[src/hw/rtl/shp_pkg.sv]
// Package: payload structs, register indexes and command codes of the histogram block.
package shp_pkg;

  typedef enum logic [1:0] {
    CMD_ADD    = 2'd0,
    CMD_REMOVE = 2'd1,
    CMD_QUERY  = 2'd2,
    CMD_NONE   = 2'd3
  } cmd_e;

  typedef enum logic [1:0] {
    REG_BIN_MIN   = 2'd0,
    REG_BIN_DELTA = 2'd1,
    REG_BINS_USED = 2'd2,
    REG_MIN_GOOD  = 2'd3
  } reg_e;

  localparam int unsigned CfgIdxWidth = 8;
  localparam int unsigned CfgDataWidth = 16;

  typedef struct packed {
    logic [1:0]   command;
    logic signed [15:0] sample;
    logic         sample_present;
    logic [8:0]   percent;
  } in_item_t;

  typedef struct packed {
    logic         found;
    logic signed [31:0] result_value;
    logic         count_error;
  } out_item_t;

  typedef enum logic [2:0] {
    ST_IDLE,
    ST_DIV,
    ST_UPD_RD,
    ST_UPD_WR,
    ST_Q_MUL,
    ST_Q_RD,
    ST_Q_WALK,
    ST_OUT
  } state_e;

endpackage

[src/hw/rtl/shp_front.sv]
// Front end: accepts beats and queues them for the engine.
module shp_front (
  input  logic              clk_i,
  input  logic              rst_ni,
  input  logic              in_valid_i,
  output logic              in_ready_o,
  input  shp_pkg::in_item_t in_data_i,
  output logic              q_valid_o,
  input  logic              q_ready_i,
  output shp_pkg::in_item_t q_data_o
);
  import shp_pkg::*;

  in_item_t    mem_q [2];
  logic        wr_q, rd_q;
  logic [1:0]  cnt_q;
  logic        push, pop;

  assign in_ready_o = (cnt_q != 2'd2);
  assign push       = in_valid_i && in_ready_o;
  assign q_valid_o  = (cnt_q != 2'd0);
  assign pop        = q_valid_o && q_ready_i;
  assign q_data_o   = mem_q[rd_q];

  always_ff @(posedge clk_i) begin
    if (push) begin
      mem_q[wr_q] <= in_data_i;
    end
  end

  always_ff @(posedge clk_i or negedge rst_ni) begin
    if (!rst_ni) begin
      wr_q  <= 1'b0;
      rd_q  <= 1'b0;
      cnt_q <= 2'd0;
    end else begin
      if (push) wr_q <= ~wr_q;
      if (pop) rd_q <= ~rd_q;
      cnt_q <= cnt_q + {1'b0, push} - {1'b0, pop};
    end
  end

endmodule

[config.mk]
export PLATFORM = sky130hd
export DESIGN_NAME = shp_front
export DESIGN_NICKNAME = d
export VERILOG_FILES = /design/src/hw/rtl/shp_pkg.sv /design/src/hw/rtl/shp_front.sv
export SDC_FILE = /design/constraint.sdc
export NUM_CORES = 1
export LEC_CHECK = 0
export BUFFER_PORTS_ARGS = -buffer_cell sky130_fd_sc_hd__buf_2
export CORE_ASPECT_RATIO = 0.5
export CORE_MARGIN = 10
export CORE_UTILIZATION = 55
export CTS_CLUSTER_SIZE = 10
export DETAILED_ROUTE_END_ITERATION = 10
export PLACE_DENSITY = 0.92
export SYNTH_ARGS = -nofsm -noshare
export SYNTH_HDL_FRONTEND = slang
export SYNTH_SLANG_ARGS = --single-unit
[constraint.sdc]
create_clock -name clk_i -period 5.8 [get_ports clk_i]
set_input_delay 0.29 -clock clk_i [delete_from_list [all_inputs] [get_ports clk_i]]
set_output_delay 0.29 -clock clk_i [all_outputs]
set_load 0.05 [all_outputs]
# Yosys cells after proc, flatten, opt, wreduce, memory -nomap -nowiden
# Memories as Yosys holds them, arrays and structs flattened.
# Cells that the tools add are included.
[word_totals]
reg_bits = 4
mem_bits_rw = 56
input_bits = 32
out_inout_bits = 30
word_cells = 14
n_memories = 1
[mem_list]
columns = ["name", "words", "word_bits", "rd", "rd_clocked_by_memory_dff", "write_ports", "line_no", "source"]
rows = [
  ["mem_q", 2, 28, 1, 0, 1, "shp_front.sv:14", "in_item_t mem_q [2];"],
]
[op_classes]
add_sub_neg = 2
n_eq_ne = 1
mux = 2
n_bitwise = 2
reduce_logical = 3
[op_table]
columns = ["cell", "count"]
rows = [
  ["2-bit by 1-bit adder with 2-bit output", 1],
  ["1-bit logical AND", 2],
  ["1-bit 2-to-1 mux", 2],
  ["2-bit != test (second input constant)", 1],
  ["1-bit NOT", 2],
  ["2-bit nonzero test", 1],
  ["2-bit by 1-bit subtractor with 2-bit output", 1],
]

# Longest topological paths before layout
# Gate-level depths: netlist of the first run.
[depth]
word_depth = 4
depth_mapped = 7
mapped_depth_nobuf = 7

# Worst setup path after synthesis of the first run
# No wires, ideal clock.
[synth_path]
kind = "flip-flop to flip-flop"
startpoint = "reg cnt_q[0]"
endpoint = "mem mem_q[0][0] (netlist bit) (enable)"
t_arrival_ns = 2.213
slack_ns = 3.174
stages_incl_launch_ff = 4
cell_sequence = "dfrtp_1 nand2b_1 nand2_1 nor2_1"
[synth_via]
elab_chain_cells = 4
[synth_lines]
columns = ["item", "line_no", "source"]
rows = [
  ["start, declared", "shp_front.sv:16", "logic [1:0] cnt_q;"],
  ["start signal, assigned", "shp_front.sv:39", "cnt_q <= cnt_q + {1'b0, push} - {1'b0, pop};"],
  ["2-bit != test", "shp_front.sv:19", "assign in_ready_o = (cnt_q != 2'd2);"],
  ["named net in_ready_o", "shp_front.sv:6", "output logic in_ready_o,"],
  ["1-bit logical AND", "shp_front.sv:20", "assign push = in_valid_i && in_ready_o;"],
  ["1-bit 2-to-1 mux", "shp_front.sv:26", "if (push) begin"],
  ["1-bit 2-to-1 mux (not written as such)", "shp_front.sv:27", "mem_q[wr_q] <= in_data_i;"],
  ["end, declared", "shp_front.sv:14", ""],
]
# The timed path passes the listed nets, and every way through them passes these cells.

==> impl_metrics.ini, run 1 <==
[sta]
worstMarginPinSlew_ps = 748
setup-violations-final = 0
slew_viol_final = 0
hold_viol_final = 0
tns_ps = 0
post-route-min-period_ps = 2340
rsz0062_at_grt = no
relSlewSlack = 0.501
fin_worst_skew_ps = 6.95
finalCritPeriodShare = 0.404
fmax_mhz = 427

[min_path]
min_path_type = input pin to flip-flop
hold_start = in_data_i[12]
hold_end = mem_q[0][12]
min_delay_path_depth = 1

[clock_network]
cts_resized = 0
cts_sinks = 60
cts-buffers-inserted = 9
htree_levels = 3
clkTransAtPathRegs_ps = 60
insertion_delay_ps = 330
cts_root_buffer = clkbuf_8
cts_buffer_depth = 2
cts_tree = built

[place]
dp_hpwl_um = 3160
gp_congestion = 0.725
place_inst = 219
port_buffers = 61

[power]
power_mw = 1.64
power.density_mw_per_mm2 = 588
ir_drop_mv = 0.348
p_leak_nw = 1.11

[floorplanning]
die_h_um = 65.3
placementRows = 16
start_util = 0.576
ios = 62
die_area_mm2 = 0.00723
die_x_um = 111
placeableCoreArea_mm2 = 0.00392

[grt]
track_usage = 0.118
grt_pass1_wl_um = 6560
grt_pass1_vias = 1246
overflow = 0
antenna_found_initial = 0
grt_max_degree = 17

[logic_synthesis]
syn_nets = 138
synth_area_leaders = edfxtp_1, mux2_1, mux2_4
ys_seq_area_frac = 0.788
synth_top_area_cell = edfxtp_1
syn_area_mm2 = 0.00226
netlist_instances = 104
ys_seq_elements = 60
avgSynthCellArea_um2 = 21.7
ys.warnings.count = 0
synth_top_area_frac = 0.744
ys_types = 16

[route]
firstDrtPassIters = 4
wl_um = 4250
via_per_inst = 4.98
antenna_left = 0
wl_per_cell_um = 18.1
drc = 0
vias = 1170
dr.first_iter.drc_count = 93

[critical_path]
r2r_setup_slack_ps = 3870
critPathLaunchType = flip-flop
cp.arrival_ps = 2050
cp-end-kind = output pin
r2r-start = cnt_q[1]
path_max_fanout = 16
crit_type = flip-flop to output pin
crit_required_ps = 5510
rr_endpoint = mem_q[0][8]
reg2regPathDepth = 4

[cells_and_area]
fin_cells = 235
layout-drive-gt1-share = 0.475
utilization = 0.711
n_antenna_cell = 0
nets = 211
syn_to_final_growth_pct = 23.4

[job]
max-cap-violations = 0

[run_status]
outcome = complete, no violations
stage by stage:
step                instance area [um2]  hold WS [ps]  worst slack [ps]
finish                             2790           146              3460
global route                       2790           132              3360
CTS                                2790           135              3440
detailed placement                 2630           101              3800
global placement                   2630           102              3840
floorplan                          2260         -5.59              3170
cell type report:
cell class                      instances  area (um2)
Inverter                                1        3.75
Fill cell                             259        1130
Timing Repair Buffer                   65         338
Clock inverter                          5        20.0
Tap cell                               54        67.6
Multi-Input combinational cell         40         450
Clock buffer                           10         128
Sequential cell                        60        1780
placed cells by master, fill, tap and decap left out, types with 2 or more instances in the layout:
cell type	count
buf_2	61
edfxtp_1	56
mux2_1	18
mux2_4	10
clkbuf_8	9
clkinv_1	4
dfrtp_1	4
xnor2_1	3
buf_4	3
ha_1	2
state kept, by name (all words and copies together) (netlist names):
signal / flops
cnt_q: 2
mem_q: 56
rd_q: 1
wr_q: 1
worst max-delay path: stages, from the launching register on:
cell	delay, ps
dfrtp_1	760
buf_4	390
mux2_1	360
buf_2	220
routing by layer:
metal	GRT usage	wire length [um]	vias up
met1	0.117	1630	584
li1	-	-	548
met5	0	0	-
met2	0.219	2360	30
met4	0.0677	76	0
met3	0.0408	189	8
where the power goes:
part           total (mW)  leakage (nW)  internal [mW]  switching [mW]
clock               0.283        0.0761          0.146           0.138
sequential          0.647         0.567          0.596          0.0508
combinational       0.710         0.463          0.203           0.507
synthesized netlist by cell type:
| cell | n |
|---|---|
| mux2_1 | 18 |
| ha_1 | 2 |
| buf_2 | 1 |
| mux2_4 | 10 |
| and3_1 | 1 |
| or2_1 | 1 |
| nand2_1 | 1 |
| nand2b_1 | 1 |
| and2_4 | 1 |
| inv_1 | 1 |
| edfxtp_1 | 56 |
| dfrtp_1 | 4 |
| buf_6 | 2 |
| nor2_1 | 1 |
| xor2_1 | 1 |
| xnor2_1 | 3 |
cell families after synthesis:
family / synth area share
flops: 0.788
simple gates: 0.0155
mux: 0.156
fa+ha+maj: 0.0111
xor+xnor: 0.0155
buf+inv: 0.0138
how the worst max path moves through the flow:
| stage | startpoint | cells past startpoint | endpoint | slack, ps |
|---|---|---|---|---|
| floorplan | cnt_q[0] | 3 | mem_q[0][0] | 3170 |
| global placement | rd_q | 3 | q_data_o[26] | 3840 |
| detailed placement | rd_q | 3 | q_data_o[25] | 3800 |
| CTS | rd_q | 3 | q_data_o[19] | 3440 |
| global route | rd_q | 3 | q_data_o[23] | 3360 |
| finish | rd_q | 3 | q_data_o[19] | 3460 |
repair_timing:
| item | CTS | global route |
|---|---|---|
| buffers inserted | 0 | 0 |
| hold buffers | 1 | 0 |
| hold endpoints to repair | 4 | 0 |
| endpoints found under the setup margin | 0 | 0 |
(Power assumes the default switching activity.)
==> inputs of run 2 (changes only) <==
--- a/config.mk
+++ b/config.mk
@@ -8,10 +8,10 @@
 export BUFFER_PORTS_ARGS = -buffer_cell sky130_fd_sc_hd__buf_2
 export CORE_ASPECT_RATIO = 0.5
 export CORE_MARGIN = 10
-export CORE_UTILIZATION = 55
+export CORE_UTILIZATION = 51
 export CTS_CLUSTER_SIZE = 10
 export DETAILED_ROUTE_END_ITERATION = 10
-export PLACE_DENSITY = 0.92
+export PLACE_DENSITY = 0.87
 export SYNTH_ARGS = -nofsm -noshare
 export SYNTH_HDL_FRONTEND = slang
 export SYNTH_SLANG_ARGS = --single-unit
==> constraint.sdc (replaced) <==
create_clock -name clk_i -period 2.45 [get_ports clk_i]
set_input_delay 0.1225 -clock clk_i [delete_from_list [all_inputs] [get_ports clk_i]]
set_output_delay 0.1225 -clock clk_i [all_outputs]
set_load 0.05 [all_outputs]
==> impl_metrics.ini, run 2 (same netlist as run 1, synthesis figures left out) <==
[run_status]
outcome = complete, no violations

[grt]
use_met2 = 0.214
busiest_layer = met2
met1_usage = 0.115
use_met3 = 0.0483
grt_max_degree = 17
overflow = 0
antenna_found_initial = 0
grt_pass1_vias = 1457
grt_pass1_wl_um = 6910
track_usage = 0.117

[critical_path]
r2r_setup_slack_ps = 750
crit_required_ps = 2680
max_stage_delay_ps = 400
path_max_fanout = 3
crit_type = flip-flop to flip-flop
critPathLaunchType = flip-flop
cp_cell_sequence = or2_1 > and2_4 > ha_1 > inv_1 > ha_1 > xnor2_1 > xnor2_1
cp.arrival_ps = 1940
cpMaxStageDelayCell = dfrtp_1
cp-end-kind = flip-flop

[sta]
tns_ps = 0
setup-violations-final = 0
slew_viol_final = 0
worstMarginPinSlew_ps = 270
rsz0062_at_grt = no
finalCritPeriodShare = 0.696
post-route-min-period_ps = 1700
hold_viol_final = 0
fin_worst_skew_ps = 3.77
fmax_mhz = 587
relSlewSlack = 0.820

[cells_and_area]
n_antenna_cell = 0
final_cell_mix = buf_2, edfxtp_1, dlygate4sd3_1
fillers = 247
largest_reg_flops = 56
syn_to_final_growth_pct = 39.3
reg_top3 = mem_q x56, cnt_q x2
nets = 242
fin_area_mm2 = 0.00315
top_register = mem_q
layout_commonest_cell = buf_2
layout-drive-gt1-share = 0.432

[route]
wl_per_cell_um = 16.0
antenna_left = 0
firstDrtPassIters = 5
dr.first_iter.drc_count = 45
via_per_inst = 4.73
drc = 0
wl_um = 4280
vias = 1262

[place]
placed_area_mm2 = 0.00265
gp_congestion = 0.659
dp_hpwl_um = 2950
port_buffers = 61

[power]
power.density_mw_per_mm2 = 1320
ir_drop_mv = 0.904
p_leak_nw = 1.27

[floorplanning]
start_util = 0.554
die_h_um = 67.1
ios = 62
placeableCoreArea_mm2 = 0.00408
die_area_mm2 = 0.00766
placementRows = 16
die_x_um = 114

[clock_network]
cts_sinks = 60
cts_resized = 0
insertion_delay_ps = 310
htree_levels = 3
cts_root_buffer = clkbuf_8
cts_buffer_depth = 2
cts_tree = built
post-cts-setup-buffers = 0
cts-buffers-inserted = 9
cts_hold_buffers = 29
clkTransAtPathRegs_ps = 60

[min_path]
min_path_type = input pin to flip-flop

[job]
max-cap-violations = 0
run 2: cell types whose count changed in the layout (fill, tap and decap cells not counted), sizes merged:
cell and delta:
buf +3, clkbuf -1, dlygate4sd3 +28, bufinv +2
run 2: through the flow:
stage	total power, mW	utilization	cells	hold slack, ps	setup WS (ps)
global route	4.36	0.771	267	117	639
CTS	4.21	0.771	267	116	722
detailed placement	3.27	0.650	222	-62.8	745
floorplan	2.89	-	104	-173	277
finish	4.16	0.771	267	129	745
global placement	3.22	0.650	222	-70.0	830
run 2: worst paths after layout:
check / startpoint / end / cells past startpoint
worst max-delay path: cnt_q[1] / cnt_q[1] / 7
worst min-delay path: q_ready_i / rd_q / 3
worst max register to register: cnt_q[1] / cnt_q[1] / 7
worst min register to register: cnt_q[0] / cnt_q[0] / 1
max in group asynchronous: rst_ni / rd_q / 2
min in group asynchronous: rst_ni / wr_q / 2
run 2: worst max-delay path: cells and delay by family, from the launching register on:
kind,cells,cell delay [ps]
AND/OR/NAND/NOR,2,420
buffers and inverters,1,40
flip-flops,1,400
XOR/XNOR,2,310
adder cells (fa/ha/maj),2,450
run 2: area by class of cell:
cell class                      count  area [um2]  area share
Inverter                            1        3.75     0.00119
Clock buffer                        9         124      0.0393
Timing Repair Buffer               96         641       0.203
Clock inverter                      7        81.3      0.0258
Sequential cell                    60        1780       0.566
Multi-Input combinational cell     40         450       0.143
Tap cell                           54        67.6      0.0215
run 2: per-layer routing:
layer,up-vias,share of wire
met5,-,0
met4,0,0.022
met3,8,0.055
met2,33,0.54
met1,612,0.38
li1,609,-
run 2: power breakdown:
part | internal [mW] | switching [mW] | total [mW]
registers | 1.41 | 0.0673 | 1.48
clock network | 0.558 | 0.338 | 0.896
logic | 0.535 | 1.25 | 1.79
==> inputs of run 3 (changes only) <==
==> constraint.sdc (replaced) <==
create_clock -name clk_i -period 1.8 [get_ports clk_i]
set_input_delay 0.09 -clock clk_i [delete_from_list [all_inputs] [get_ports clk_i]]
set_output_delay 0.09 -clock clk_i [all_outputs]
set_load 0.05 [all_outputs]
==> impl_metrics.ini, run 3 (same netlist as run 1, synthesis figures left out) <==
[run_status]
outcome = complete, no violations

[floorplanning]
die_h_um = 67.1
die_x_um = 114
die_area_mm2 = 0.00766
start_util = 0.554
placementRows = 16
ios = 62
placeableCoreArea_mm2 = 0.00408

[critical_path]
r2r-start = cnt_q[0]
cp.depth = 7
cp_cell_sequence = or2_4 > and2_4 > ha_1 > inv_1 > ha_1 > xnor2_2 > xnor2_1
reg2regPathDepth = 7
critPathLaunchType = flip-flop
cp-end-kind = flip-flop
cp.arrival_ps = 1980
crit_type = flip-flop to flip-flop
cpMaxStageDelayCell = dfrtp_1
critPathLaunch = cnt_q[0]
crit_required_ps = 2040
crit_top_cell = ha_1
path_max_fanout = 3
critical_path.top_delay_family = adder cells
max_stage_delay_ps = 400
worstPathBufferInverterCount = 1

[sta]
post-route-min-period_ps = 1730
fin_worst_skew_ps = 2.11
setup-violations-final = 0
slew_viol_final = 0
fin_ws_ps = 68.7
fmax_mhz = 578
tns_ps = 0
hold_viol_final = 0
rsz0062_at_grt = no
finalCritPeriodShare = 0.962
worstMarginPinSlew_ps = 663
relSlewSlack = 0.558

[min_path]
min_path_type = input pin to flip-flop
min_delay_path_depth = 3
hold_start = q_ready_i

[cells_and_area]
reg_top3 = mem_q x56, cnt_q x2
n_antenna_cell = 0
layout_commonest_cell = buf_2
multiInputGateArea_um2 = 469
regArea_mm2 = 0.00178
utilization = 0.776
final_cell_mix = buf_2, edfxtp_1, dlygate4sd3_1
syn_to_final_growth_pct = 40.2
fillers = 260
nets = 242
largest_reg_flops = 56
fin_cells = 267
top_register = mem_q
layout-drive-gt1-share = 0.455

[route]
wl_um = 4400
dr.first_iter.drc_count = 63
vias = 1260
drc = 0
via_per_inst = 4.72
antenna_left = 0
wl_per_cell_um = 16.5
firstDrtPassIters = 4

[power]
power.density_mw_per_mm2 = 1820
power_mw = 5.76
p_leak_nw = 1.28
ir_drop_mv = 1.33

[clock_network]
insertion_delay_ps = 330
cts_buffer_depth = 2
cts_sinks = 60
cts_root_buffer = clkbuf_8
clkTransAtPathRegs_ps = 60
htree_levels = 3
cts_tree = built
cts-buffers-inserted = 9

[grt]
overflow = 0
grt_max_degree = 29
grt_pass1_vias = 1440
antenna_found_initial = 0
track_usage = 0.126
grt_pass1_wl_um = 7130

[place]
pre_cts_slack_ps = 3.54
port_buffers = 61
dp_hpwl_um = 3030
place_inst = 220
gp_congestion = 0.634

[job]
max-cap-violations = 0
-- run 3: cell types whose count changed in the layout (fill, tap and decap cells not counted), sizes merged --
| cell | change |
|---|---|
| clkinv | -1 |
| clkbuf | +1 |
-- run 3: where the power goes --
part / switching (mW) / total (mW) / internal [mW]
sequential: 0.0936 / 2.01 / 1.92
clock: 0.473 / 1.24 / 0.766
combinational: 1.74 / 2.51 / 0.770
-- run 3: repair_timing --
action / CTS / global route
resized for setup: 1 / 0
setup buffers: 2 / 0
setup endpoints to repair: 1 / 1
hold buffers: 29 / 0
hold endpoints to repair: 60 / 0
pin swaps: 1 / 1
-- run 3: tightest hold or removal path, cell delays in order --
cell and delay [ps]:
buf_2 80, and2_4 130, xor2_1 50
-- run 3: path summary, 6_finish.rpt --
path	endpoint	slack (ps)
worst max-delay path	cnt_q[1]	70
worst min-delay path	rd_q	70
worst max register to register	cnt_q[1]	70
worst min register to register	cnt_q[0]	540
max in group asynchronous	rd_q	1590
min in group asynchronous	cnt_q[1]	90
-- run 3: metal layers --
metal | track usage | vias to the layer above | share of wire
li1 | - | 610 | -
met1 | 0.113 | 601 | 0.35
met2 | 0.234 | 36 | 0.57
met3 | 0.0536 | 13 | 0.057
met4 | 0.0823 | 0 | 0.026
met5 | 0 | - | 0
-- run 3: stage by stage --
stage	hold WS [ps]	instance area, um2
final	66.2	3170
after global routing	54.1	3170
after CTS	48.2	3170
after detailed placement	-94.9	2650
after global placement	-101	2650
after floorplan	-206	2270
-- run 3: cell type report --
| cell class | count | area share |
|---|---|---|
| sequential | 60 | 0.562 |
| timing repair buffer | 96 | 0.202 |
| multi-input combinational | 40 | 0.148 |
| clock buffer | 10 | 0.0403 |
| clock inverter | 6 | 0.0249 |
| tap | 54 | 0.0213 |
| inverter | 1 | 0.00118 |
